<file path="src/dllfl_pkg.sv">
// shared types and constants for the doubly linked list with free list core
// no dependencies
package dllfl_pkg;

  localparam int ACTION_W    = 2;
  localparam int VALUE_W     = 32;
  localparam int STATUS_W    = 2;
  localparam int SLOT_W      = 5;
  localparam int OUT_TDATA_W = 40;
  localparam int OUT_PAD_W   = OUT_TDATA_W - VALUE_W - SLOT_W;
  localparam int Q_DEPTH     = 2;

  typedef enum logic [ACTION_W-1:0] {
    OP_INSERT   = 2'd0,
    OP_DELETE   = 2'd1,
    OP_LIST_FWD = 2'd2,
    OP_LIST_REV = 2'd3
  } op_t;

  typedef enum logic [STATUS_W-1:0] {
    ST_OK        = 2'd0,
    ST_OVERFLOW  = 2'd1,
    ST_UNDERFLOW = 2'd2
  } status_t;

  typedef enum logic [1:0] {
    BK_IDLE,
    BK_INS,
    BK_DEL,
    BK_WALK
  } back_state_t;

  typedef struct packed {
    op_t               op;
    logic [VALUE_W-1:0] value;
  } cmd_t;

endpackage

</file>
<file path="src/dllfl_front.sv">
// front end: accepts input beats, decodes the action and queues commands
// depends on dllfl_pkg
module dllfl_front (
  input  logic                         clk,
  input  logic                         rst_n,
  input  logic                         in_tvalid,
  output logic                         in_tready,
  input  logic [dllfl_pkg::VALUE_W-1:0]  in_tdata,   // value
  input  logic [dllfl_pkg::ACTION_W-1:0] in_tuser,   // action
  output logic                         cmd_valid,
  input  logic                         cmd_ready,
  output dllfl_pkg::cmd_t              cmd
);
  import dllfl_pkg::*;

  localparam int QPW = (Q_DEPTH > 1) ? $clog2(Q_DEPTH) : 1;
  localparam int QCW = $clog2(Q_DEPTH + 1);

  cmd_t           q_r [Q_DEPTH];
  logic [QPW-1:0] wr_ptr_r, wr_ptr_nxt;
  logic [QPW-1:0] rd_ptr_r, rd_ptr_nxt;
  logic [QCW-1:0] cnt_r, cnt_nxt;
  logic           push, pop;
  cmd_t           dec;

  always_comb begin
    dec.op    = op_t'(in_tuser);
    dec.value = in_tdata;
  end

  assign in_tready = (cnt_r != QCW'(Q_DEPTH));
  assign cmd_valid = (cnt_r != '0);
  assign cmd       = q_r[rd_ptr_r];
  assign push      = in_tvalid && in_tready;
  assign pop       = cmd_valid && cmd_ready;

  always_comb begin
    wr_ptr_nxt = wr_ptr_r;
    rd_ptr_nxt = rd_ptr_r;
    cnt_nxt    = cnt_r;
    if (push) begin
      wr_ptr_nxt = (wr_ptr_r == QPW'(Q_DEPTH - 1)) ? '0 : wr_ptr_r + 1'b1;
    end
    if (pop) begin
      rd_ptr_nxt = (rd_ptr_r == QPW'(Q_DEPTH - 1)) ? '0 : rd_ptr_r + 1'b1;
    end
    if (push && !pop) begin
      cnt_nxt = cnt_r + 1'b1;
    end else if (pop && !push) begin
      cnt_nxt = cnt_r - 1'b1;
    end
  end

  always_ff @(posedge clk) begin
    if (!rst_n) begin
      wr_ptr_r <= '0;
      rd_ptr_r <= '0;
      cnt_r    <= '0;
    end else begin
      wr_ptr_r <= wr_ptr_nxt;
      rd_ptr_r <= rd_ptr_nxt;
      cnt_r    <= cnt_nxt;
    end
  end

  always_ff @(posedge clk) begin
    if (push) begin
      q_r[wr_ptr_r] <= dec;
    end
  end

endmodule

</file>
<file path="src/dllfl_back.sv">
// back end: link memories, head/tail/free pointers, operation sequencer
// and result register; depends on dllfl_pkg
module dllfl_back #(
  parameter int SLOTS      = 16,
  parameter int DATA_WIDTH = 32
) (
  input  logic                             clk,
  input  logic                             rst_n,
  input  logic                             cmd_valid,
  output logic                             cmd_ready,
  input  dllfl_pkg::cmd_t                  cmd,
  output logic                             out_tvalid,
  input  logic                             out_tready,
  output logic [dllfl_pkg::OUT_TDATA_W-1:0] out_tdata,  // data_word, slot, zero pad
  output logic [dllfl_pkg::STATUS_W-1:0]    out_tuser,  // status
  output logic                             out_tlast
);
  import dllfl_pkg::*;

  localparam int PW = $clog2(SLOTS + 1);
  localparam int IW = (SLOTS > 1) ? $clog2(SLOTS) : 1;
  localparam logic [PW-1:0] NIL = PW'(SLOTS);

  back_state_t state_r, state_nxt;
  logic [PW-1:0] head_r, head_nxt;
  logic [PW-1:0] tail_r, tail_nxt;
  logic [PW-1:0] free_r, free_nxt;
  logic [PW-1:0] k_r, k_nxt;
  logic          fwd_r, fwd_nxt;

  logic [PW-1:0]         next_mem [SLOTS];
  logic [PW-1:0]         prev_mem [SLOTS];
  logic [DATA_WIDTH-1:0] data_mem [SLOTS];
  logic [SLOTS-1:0]      next_vld_r;

  logic [PW-1:0]         rd_next_r, rd_prev_r, rd_addr_r;
  logic                  rd_nvld_r;
  logic [DATA_WIDTH-1:0] rd_data_r;

  logic                  rd_en;
  logic [PW-1:0]         rd_addr;
  logic                  nwr_en, pwr_en, dwr_en;
  logic [PW-1:0]         nwr_addr, nwr_data, pwr_addr, pwr_data, dwr_addr;
  logic [DATA_WIDTH-1:0] dwr_data;

  logic                  out_valid_r;
  status_t               out_status_r;
  logic [VALUE_W-1:0]    out_data_r;
  logic [SLOT_W-1:0]     out_slot_r;
  logic                  out_last_r;

  logic                  out_free, emit, em_last;
  status_t               em_status;
  logic [VALUE_W-1:0]    em_data;
  logic [PW-1:0]         em_slot;

  logic [PW-1:0]         link_eff, walk_nx, start_p;
  logic                  walk_fin;
  logic [DATA_WIDTH+VALUE_W-1:0] sext_val, zext_data;
  logic [PW+SLOT_W-1:0]  slot_ext;

  assign out_free  = !out_valid_r || out_tready;
  assign link_eff  = rd_nvld_r ? rd_next_r : rd_addr_r + 1'b1;
  assign walk_nx   = fwd_r ? link_eff : rd_prev_r;
  assign walk_fin  = !(walk_nx < NIL) || (k_r == PW'(SLOTS - 1));
  assign start_p   = (cmd.op == OP_LIST_FWD) ? head_r : tail_r;
  assign sext_val  = {{DATA_WIDTH{cmd.value[VALUE_W-1]}}, cmd.value};
  assign zext_data = {{VALUE_W{1'b0}}, rd_data_r};
  assign slot_ext  = {{SLOT_W{1'b0}}, em_slot};

  always_comb begin
    state_nxt = state_r;
    head_nxt  = head_r;
    tail_nxt  = tail_r;
    free_nxt  = free_r;
    k_nxt     = k_r;
    fwd_nxt   = fwd_r;
    cmd_ready = 1'b0;
    rd_en     = 1'b0;
    rd_addr   = head_r;
    nwr_en    = 1'b0;
    nwr_addr  = head_r;
    nwr_data  = free_r;
    pwr_en    = 1'b0;
    pwr_addr  = free_r;
    pwr_data  = NIL;
    dwr_en    = 1'b0;
    dwr_addr  = free_r;
    dwr_data  = sext_val[DATA_WIDTH-1:0];
    emit      = 1'b0;
    em_status = ST_OK;
    em_data   = '0;
    em_slot   = NIL;
    em_last   = 1'b1;
    case (state_r)
      BK_IDLE: begin
        if (cmd_valid && out_free) begin
          cmd_ready = 1'b1;
          case (cmd.op)
            OP_INSERT: begin
              if (free_r >= NIL) begin
                emit      = 1'b1;
                em_status = ST_OVERFLOW;
              end else begin
                rd_en     = 1'b1;
                rd_addr   = free_r;
                dwr_en    = 1'b1;
                pwr_en    = 1'b1;
                state_nxt = BK_INS;
              end
            end
            OP_DELETE: begin
              if (head_r >= NIL) begin
                emit      = 1'b1;
                em_status = ST_UNDERFLOW;
              end else begin
                rd_en     = 1'b1;
                rd_addr   = head_r;
                state_nxt = BK_DEL;
              end
            end
            OP_LIST_FWD, OP_LIST_REV: begin
              fwd_nxt = (cmd.op == OP_LIST_FWD);
              if (start_p >= NIL) begin
                emit      = 1'b1;
                em_status = ST_UNDERFLOW;
              end else begin
                rd_en     = 1'b1;
                rd_addr   = start_p;
                k_nxt     = '0;
                state_nxt = BK_WALK;
              end
            end
            default: begin
            end
          endcase
        end
      end
      BK_INS: begin
        if (out_free) begin
          free_nxt = link_eff;
          nwr_en   = 1'b1;
          nwr_addr = free_r;
          nwr_data = head_r;
          if (head_r < NIL) begin
            pwr_en   = 1'b1;
            pwr_addr = head_r;
            pwr_data = free_r;
          end else begin
            tail_nxt = free_r;
          end
          head_nxt  = free_r;
          emit      = 1'b1;
          em_slot   = free_r;
          state_nxt = BK_IDLE;
        end
      end
      BK_DEL: begin
        if (out_free) begin
          if (link_eff < NIL) begin
            pwr_en   = 1'b1;
            pwr_addr = link_eff;
            head_nxt = link_eff;
            em_slot  = link_eff;
          end else begin
            head_nxt = NIL;
            tail_nxt = NIL;
          end
          nwr_en    = 1'b1;
          nwr_addr  = head_r;
          nwr_data  = free_r;
          free_nxt  = head_r;
          emit      = 1'b1;
          state_nxt = BK_IDLE;
        end
      end
      BK_WALK: begin
        if (out_free) begin
          emit    = 1'b1;
          em_data = zext_data[VALUE_W-1:0];
          em_slot = rd_addr_r;
          em_last = walk_fin;
          if (walk_fin) begin
            state_nxt = BK_IDLE;
          end else begin
            rd_en   = 1'b1;
            rd_addr = walk_nx;
            k_nxt   = k_r + 1'b1;
          end
        end
      end
      default: begin
        state_nxt = BK_IDLE;
      end
    endcase
  end

  always_ff @(posedge clk) begin
    if (!rst_n) begin
      state_r     <= BK_IDLE;
      head_r      <= NIL;
      tail_r      <= NIL;
      free_r      <= '0;
      k_r         <= '0;
      fwd_r       <= 1'b0;
      next_vld_r  <= '0;
      out_valid_r <= 1'b0;
    end else begin
      state_r <= state_nxt;
      head_r  <= head_nxt;
      tail_r  <= tail_nxt;
      free_r  <= free_nxt;
      k_r     <= k_nxt;
      fwd_r   <= fwd_nxt;
      if (nwr_en) begin
        next_vld_r[nwr_addr[IW-1:0]] <= 1'b1;
      end
      if (emit) begin
        out_valid_r <= 1'b1;
      end else if (out_tready) begin
        out_valid_r <= 1'b0;
      end
    end
  end

  always_ff @(posedge clk) begin
    if (nwr_en) begin
      next_mem[nwr_addr[IW-1:0]] <= nwr_data;
    end
    if (pwr_en) begin
      prev_mem[pwr_addr[IW-1:0]] <= pwr_data;
    end
    if (dwr_en) begin
      data_mem[dwr_addr[IW-1:0]] <= dwr_data;
    end
    if (rd_en) begin
      rd_next_r <= next_mem[rd_addr[IW-1:0]];
      rd_nvld_r <= next_vld_r[rd_addr[IW-1:0]];
      rd_prev_r <= prev_mem[rd_addr[IW-1:0]];
      rd_data_r <= data_mem[rd_addr[IW-1:0]];
      rd_addr_r <= rd_addr;
    end
  end

  always_ff @(posedge clk) begin
    if (emit) begin
      out_status_r <= em_status;
      out_data_r   <= em_data;
      out_slot_r   <= slot_ext[SLOT_W-1:0];
      out_last_r   <= em_last;
    end
  end

  assign out_tvalid = out_valid_r;
  assign out_tdata  = {{OUT_PAD_W{1'b0}}, out_slot_r, out_data_r};
  assign out_tuser  = out_status_r;
  assign out_tlast  = out_last_r;

  a_head_tail_empty: assert property (@(posedge clk) disable iff (!rst_n)
    (head_r >= NIL) == (tail_r >= NIL))
    else $error("head and tail disagree on empty list");

  a_walk_bound: assert property (@(posedge clk) disable iff (!rst_n)
    (state_r == BK_WALK) |-> (k_r < PW'(SLOTS)))
    else $error("walk ran past slot count");

  a_pop_idle: assert property (@(posedge clk) disable iff (!rst_n)
    (cmd_valid && cmd_ready) |-> (state_r == BK_IDLE))
    else $error("command taken while busy");

  a_free_not_head: assert property (@(posedge clk) disable iff (!rst_n)
    (free_r < NIL) |-> (free_r != head_r))
    else $error("free list head is on the list");

  a_emit_room: assert property (@(posedge clk) disable iff (!rst_n)
    emit |-> out_free)
    else $error("result overwrote pending beat");

endmodule

</file>
<file path="src/doubly_linked_list_with_free_list_core.sv">
// top level of the doubly linked list with free list core
// holds dllfl_front and dllfl_back; depends on dllfl_pkg
// flow: a beat is queued in dllfl_front; dllfl_back takes the command while idle,
//   reads the link memories through their registered read port, then registers the result
// listing gives the first node and then one node per cycle while out_tready holds;
//   a new command is taken only once the current one is done and the back end is idle
// reset: empties the list and chains all slots into the free list at once
module doubly_linked_list_with_free_list_core #(
  parameter int SLOTS      = 16,
  parameter int DATA_WIDTH = 32
) (
  input  logic                             clk,
  input  logic                             rst_n,
  input  logic                             in_tvalid,
  output logic                             in_tready,
  input  logic [dllfl_pkg::VALUE_W-1:0]     in_tdata,   // value
  input  logic [dllfl_pkg::ACTION_W-1:0]    in_tuser,   // action
  output logic                             out_tvalid,
  input  logic                             out_tready,
  output logic [dllfl_pkg::OUT_TDATA_W-1:0] out_tdata,  // data_word, slot, zero pad
  output logic [dllfl_pkg::STATUS_W-1:0]    out_tuser,  // status
  output logic                             out_tlast
);
  import dllfl_pkg::*;

  logic cmd_valid;
  logic cmd_ready;
  cmd_t cmd;

  dllfl_front u_front (
    .clk       (clk),
    .rst_n     (rst_n),
    .in_tvalid (in_tvalid),
    .in_tready (in_tready),
    .in_tdata  (in_tdata),
    .in_tuser  (in_tuser),
    .cmd_valid (cmd_valid),
    .cmd_ready (cmd_ready),
    .cmd       (cmd)
  );

  dllfl_back #(
    .SLOTS      (SLOTS),
    .DATA_WIDTH (DATA_WIDTH)
  ) u_back (
    .clk        (clk),
    .rst_n      (rst_n),
    .cmd_valid  (cmd_valid),
    .cmd_ready  (cmd_ready),
    .cmd        (cmd),
    .out_tvalid (out_tvalid),
    .out_tready (out_tready),
    .out_tdata  (out_tdata),
    .out_tuser  (out_tuser),
    .out_tlast  (out_tlast)
  );

endmodule
</file>
<file path="config.mk">
export PLATFORM = sky130hd
export DESIGN_NAME = doubly_linked_list_with_free_list_core
export DESIGN_NICKNAME = d
export VERILOG_FILES = /design/src/dllfl_pkg.sv /design/src/dllfl_front.sv /design/src/dllfl_back.sv /design/src/doubly_linked_list_with_free_list_core.sv
export SDC_FILE = /design/constraint.sdc
export NUM_CORES = 1
export LEC_CHECK = 0
export BUFFER_PORTS_ARGS = -buffer_cell sky130_fd_sc_hd__buf_4
export CORE_MARGIN = 2
export CORE_UTILIZATION = 60
export CTS_BUF_LIST = sky130_fd_sc_hd__clkbuf_8
export CTS_CLUSTER_SIZE = 40
export DETAILED_ROUTE_END_ITERATION = 10
export PLACE_DENSITY = 0.73
export SLEW_MARGIN = 20
export SYNTH_ARGS = -nofsm -noshare
export SYNTH_HDL_FRONTEND = slang
export SYNTH_HIERARCHICAL = 1
export SYNTH_SLANG_ARGS = --single-unit
export TNS_END_PERCENT = 1
</file>
<file path="constraint.sdc">
create_clock -name clk -period 12.1 [get_ports clk]
set_input_delay 0 -clock clk [delete_from_list [all_inputs] [get_ports clk]]
set_output_delay 0 -clock clk [all_outputs]
set_load 0.02 [all_outputs]
</file>
==> impl_metrics.json, run 1 <==
{
  "ant_nets": 0,
  "yosysTopAreaCell": "edfxtp_1",
  "path_cells": "mux2_2 -> or3_1 -> o22a_1 -> o211ai_1 -> o21ai_4 -> buf_4 -> nor2_4 -> buf_4 -> buf_4 -> mux2i_1 -> o22ai_1 -> or4b_1",
  "syn-instance-count": 2351,
  "antenna_found_initial": 2,
  "clk_latency_ns": 0.79,
  "cts_made_buffers": 135,
  "cts.sinks": 873,
  "synthFlopType": "edfxtp_1",
  "skew_ns": 0.0346,
  "cp_common_cell": "buf_4",
  "synth-seq-area-share": 0.735,
  "ir_drop_v": 0.000176,
  "grt_max_degree": 110,
  "grt_pass1_vias": 21300,
  "layout_commonest_cell": "edfxtp_1",
  "h-tree-depth": 4,
  "nets": 2567,
  "total_power_w": 0.00918,
  "cts_setup_buffers": 0,
  "rows": 88,
  "clock-root-buffer": "clkbuf_8",
  "ys_top_cells_by_area": "edfxtp_1 71%, mux2i_1 5.5%, dfxtp_1 2.6%",
  "hold_path.class": "in -> reg",
  "setup_tns_ns": 0,
  "status": "finished, final reports clean",
  "cts_resized": 0,
  "place_congestion": 0.892,
  "area_growth_pct": 12.4,
  "drc": 0,
  "maxSlewHeadroom": 0.225,
  "drv_cap": 0,
  "synth_top_area_share": 0.709,
  "hold_violations": 0,
  "worstMarginPinSlew_ns": 1.15,
  "path_clk_slew_ns": 0.06,
  "drive_gt1_frac": 0.144,
  "vias": 21600,
  "cp_max_fo": 109,
  "ys_warn_count": 6,
  "final_cell_mix": "828 x edfxtp_1, 194 x mux2i_1, 162 x a21oi_1",
  "gr-total-overflow": 0,
  "critPathMaxStageDelay_ns": 0.87,
  "die_y_um": 246,
  "die_w_um": 246,
  "async_reset_ff_frac": 0,
  "setup_viol": 0,
  "crit_required_ns": 12.62,
  "synth-edff-count": 828,
  "hpwl_um": 45100,
  "placed_cell_area_sq_mm": 0.0364,
  "end_kind": "register",
  "drt-initial-drc-count": 2584,
  "rsz0062_at_grt": "false",
  "clk_path_buf_depth": 3,
  "ys_types": 80,
  "period_share": 0.534,
  "dieArea_sq_mm": 0.0604,
  "cp-start-kind": "register",
  "grt.total_usage": 0.292,
  "pwr_density_cell_mw_per_mm2": 233,
  "cellLeakagePower_nw": 14.6,
  "crit_arrival_ns": 6.99,
  "vias_per_cell": 6.39,
  "crit_slowest_cell": "nor2_4",
  "initial_utilization": 0.608,
  "wl_per_cell_um": 25.7,
  "port_buffers": 79,
  "coreArea_sq_mm": 0.0577,
  "dr.pass1.iters": 6,
  "netlist_area_sq_mm": 0.0351,
  "cts_hold_buf": 70,
  "wl_um": 86800,
  "syn_avg_cell_area_sq_um": 14.9,
  "clock.fmax_mhz": 155,
  "grt_pass1_wl_um": 129000,
  "crit_type": "reg -> reg",
  "fin_area_sq_mm": 0.0394,
  "ios": 83,
  "slew_viol_final": 0,
  "layout_min_cycle_time_ns": 6.46,
  "cts_tree": "done",
  "synth-seq-cells": 873
}
## Yosys cell counts, types with 15 or more instances
library cell    n
a21o_1         15
a21oi_1       164
and3_1         37
buf_2          51
clkbuf_1       87
dfxtp_1        45
edfxtp_1      828
inv_1          21
mux2_2         38
mux2i_1       194
nand2_1       126
nand3_1       125
nor2_1        119
o21ai_0       135
o22ai_1        88
o31ai_1        34
or4b_1         33
## report_power, final
group	switching, W	total (W)	internal, W
Combinational	0.00203	0.00302	0.000983
Clock	0.00109	0.00217	0.00109
Sequential	0.000144	0.00399	0.00384
Total	0.00326	0.00918	0.00591
## worst max-delay path: cells and delay by family, from the launching register on
kind	cells	cell delay, ns
AO/OA/AOI/OAI	4	0.63
buffers and inverters	3	1.99
flip-flops	1	0.76
multiplexers	2	0.81
AND/OR/NAND/NOR	3	1.89
## routing by layer
layer,vias up,routed length [um],GRT usage
li1,9471,-,-
met1,10800,34900,0.395
met2,1110,41500,0.467
met3,197,7560,0.0563
met4,0,2860,0.122
met5,-,0,0
## path summary, 6_finish.rpt
kind              slack, ns                                end  cells past startpoint                               from
setup / recovery       5.64      u_back/rd_next_r[1]$_DFFE_PP_                     12                           register
hold / removal          0.1       u_front/q_r[0][32]$_DFFE_PP_                      2                        in_tuser[0]
setup reg to reg       5.64      u_back/rd_next_r[1]$_DFFE_PP_                     12                           register
hold reg to reg        0.47  u_back/next_vld_r[5]$_SDFFE_PN0P_                      2  u_back/next_vld_r[5]$_SDFFE_PN0P_
## sequential cells by signal (all words and copies together), names as in the netlist, 5 cells and up, named ones only
register	flops
u_back/next_vld_r	16
u_back/rd_next_r	5
u_back/head_r	5
u_back/out_slot_r	5
u_back/out_data_r	32
u_back/dwr_addr	5
u_back/prev_mem	80
u_back/tail_r	5
u_front/q_r	68
u_back/k_r	5
u_back/data_mem	512
u_back/rd_prev_r	5
u_back/rd_data_r	32
u_back/rd_addr_r	5
u_back/next_mem	80
## cell families after synthesis
| group | share of synthesized area |
|---|---|
| AOI/OAI and AO/OA | 0.0935 |
| xor gates and xnor gates | 0.00175 |
| adders and majority gates | 0.00285 |
| buffers and inverters | 0.0253 |
| DFF | 0.735 |
| muxes | 0.0679 |
| other | 0.000107 |
| and+or+nand+nor | 0.0742 |
## cell type report
cell class | count | area, sq um
Inverter | 23 | 86.3
Tap cell | 765 | 957
Antenna cell | 1 | 2.50
Fill cell | 3946 | 18300
Timing Repair Buffer | 195 | 1640
Clock inverter | 90 | 383
Multi-Input combinational cell | 1293 | 8630
Sequential cell | 873 | 25800
Clock buffer | 143 | 1970
## through the flow
| step | hold WS [ns] | utilization | std cells | setup slack (ns) |
|---|---|---|---|---|
| floorplan | 0.0619 | - | 2353 | 7.45 |
| global placement | 0.185 | 0.630 | 3079 | 5.53 |
| detailed placement | 0.187 | 0.630 | 3079 | 5.33 |
| CTS | 0.0152 | 0.683 | 3382 | 5.32 |
| global route | 0.0439 | 0.683 | 3383 | 5.39 |
| finish | 0.0951 | 0.683 | 3383 | 5.64 |
No activity file was read; power rests on OpenSTA's default activity.
==> inputs of run 2 (changes only) <==
--- a/config.mk
+++ b/config.mk
@@ -7,11 +7,11 @@
 export LEC_CHECK = 0
 export BUFFER_PORTS_ARGS = -buffer_cell sky130_fd_sc_hd__buf_4
 export CORE_MARGIN = 2
-export CORE_UTILIZATION = 60
+export CORE_UTILIZATION = 58
 export CTS_BUF_LIST = sky130_fd_sc_hd__clkbuf_8
 export CTS_CLUSTER_SIZE = 40
 export DETAILED_ROUTE_END_ITERATION = 10
-export PLACE_DENSITY = 0.73
+export PLACE_DENSITY = 0.74
 export SLEW_MARGIN = 20
 export SYNTH_ARGS = -nofsm -noshare
 export SYNTH_HDL_FRONTEND = slang
==> constraint.sdc (replaced) <==
create_clock -name clk -period 5.9 [get_ports clk]
set_input_delay 0 -clock clk [delete_from_list [all_inputs] [get_ports clk]]
set_output_delay 0 -clock clk [all_outputs]
set_load 0.02 [all_outputs]
==> run 2 against run 1 <==
Net effect:
- global-route usage shrank 1.2 points
- hold slack lost 0.014 ns
- utilization shrank 2.3 points
- fmax grew 43%
- clock-buffer cell count grew 2
- critical path depth is the same
- clock skew shrank 0.0085 ns
- critical endpoint is now u_back/rd_data_r[12]$_DFFE_PP_
- highest routed layer unchanged
==> impl_metrics.json, run 2 (synthesis results as in run 1) <==
{
  "vias": 21800,
  "cts.sinks": 873,
  "grt_pass1_wl_um": 130000,
  "area_growth_pct": 13.0,
  "r2r-start": "u_back/state_r[0]$_SDFFE_PN0P_",
  "skew_ns": 0.0261,
  "layout_commonest_cell": "edfxtp_1",
  "nets": 2574,
  "cts_tree": "done",
  "hp-start": "in_tuser[1]",
  "initial_utilization": 0.584,
  "ios": 83,
  "antenna_found_initial": 2,
  "rsz0062_at_grt": "false",
  "drv_cap": 0,
  "clk_latency_ns": 0.78,
  "clock-root-buffer": "clkbuf_8",
  "port_buffers": 79,
  "worstMarginPinSlew_ns": 1.17,
  "drt-initial-drc-count": 3034,
  "cp_max_fo": 28,
  "vias_per_cell": 6.41,
  "ir_drop_v": 0.000445,
  "wl_um": 87000,
  "clk_path_buf_depth": 3,
  "dieArea_sq_mm": 0.0625,
  "fillCellCount": 4044,
  "ant_nets": 0,
  "status": "finished, final reports clean",
  "cts_hold_buf": 71,
  "setup_viol": 0,
  "fin_util": 0.660,
  "layout_min_cycle_time_ns": 4.53,
  "maxSlewHeadroom": 0.217,
  "total_power_w": 0.0190,
  "die_y_um": 250,
  "coreArea_sq_mm": 0.0600,
  "end_kind": "register",
  "place_congestion": 0.904,
  "wl_per_cell_um": 25.5,
  "cp-start-kind": "register",
  "grt_pass1_vias": 21600,
  "period_share": 0.768,
  "cts_made_buffers": 135,
  "hold_violations": 0,
  "h-tree-depth": 4,
  "hold_path.class": "in -> reg",
  "cts_resized": 0,
  "hpwl_um": 48000,
  "dr.pass1.iters": 6,
  "cellLeakagePower_nw": 14.7,
  "drc": 0,
  "clock.fmax_mhz": 221,
  "cp-startpoint": "u_back/state_r[0]$_SDFFE_PN0P_",
  "cts_setup_buffers": 0,
  "crit_arrival_ns": 5.05,
  "crit_required_ns": 6.42,
  "grt.total_usage": 0.279,
  "pwr_density_cell_mw_per_mm2": 480,
  "gr-total-overflow": 0,
  "setup_tns_ns": 0,
  "grt_max_degree": 154,
  "drive_gt1_frac": 0.149,
  "crit_type": "reg -> reg",
  "final_cell_mix": "828 x edfxtp_1, 194 x mux2i_1, 162 x a21oi_1",
  "die_w_um": 250,
  "largest_reg_flops": 512,
  "rows": 90,
  "path_clk_slew_ns": 0.06,
  "slew_viol_final": 0
}
## run 2: power breakdown
part           leakage [nW]  internal, W  switching, W  total [W]
Combinational          5.29      0.00208       0.00425    0.00633
Clock                  1.41      0.00231       0.00225    0.00455
Sequential             8.02      0.00788      0.000243    0.00812
## run 2: final timing paths
kind                                       end  slack (ns)  cells past startpoint
max             u_back/rd_data_r[12]$_DFFE_PP_        1.37                     12
min               u_front/q_r[0][33]$_DFFE_PP_        0.08                      2
max reg2reg     u_back/rd_data_r[12]$_DFFE_PP_        1.37                     12
min reg2reg  u_back/next_vld_r[4]$_SDFFE_PN0P_        0.47                      2
## run 2: worst max-delay path, stage by stage (launching register included)
cell      delay (ns)
dfxtp_1         0.38
inv_1           0.08
ha_1            0.73
nand2b_1        0.29
nor4_2          0.10
and3_1          0.18
a221o_2         0.44
nor2_1          0.21
inv_1           0.12
nand2_2         0.73
buf_4           0.33
o22ai_1         0.11
or4b_1          0.53
## run 2: area by class of cell
class | count | area (sq um) | share of cell area
Inverter | 23 | 86.3 | 0.00218
Clock buffer | 145 | 2000 | 0.0504
Timing Repair Buffer | 202 | 1740 | 0.0440
Sequential cell | 873 | 25800 | 0.650
Antenna cell | 1 | 2.50 | 0.0000631
Clock inverter | 91 | 420 | 0.0106
Multi-Input combinational cell | 1293 | 8630 | 0.218
Tap cell | 782 | 978 | 0.0247
## run 2: per-stage QoR
step                      std cells  area [sq um]  hold slack (ns)  setup slack [ns]
after global placement         3101         36500            0.185              1.55
after floorplan                2353         35100           0.0619              1.25
final                          3410         39600           0.0810              1.37
after detailed placement       3101         36500            0.188              1.49
after CTS                      3408         39600           0.0101              1.45
after global routing           3410         39600           0.0513              1.19
## run 2: metal layers
layer	GRT usage	vias up	routed length, um	part of all wire
met4	0.121	0	3020	0.035
met2	0.436	1287	40900	0.47
met5	0	-	0	0
met3	0.0596	202	8670	0.10
li1	-	9488	-	-
met1	0.383	10900	34400	0.40
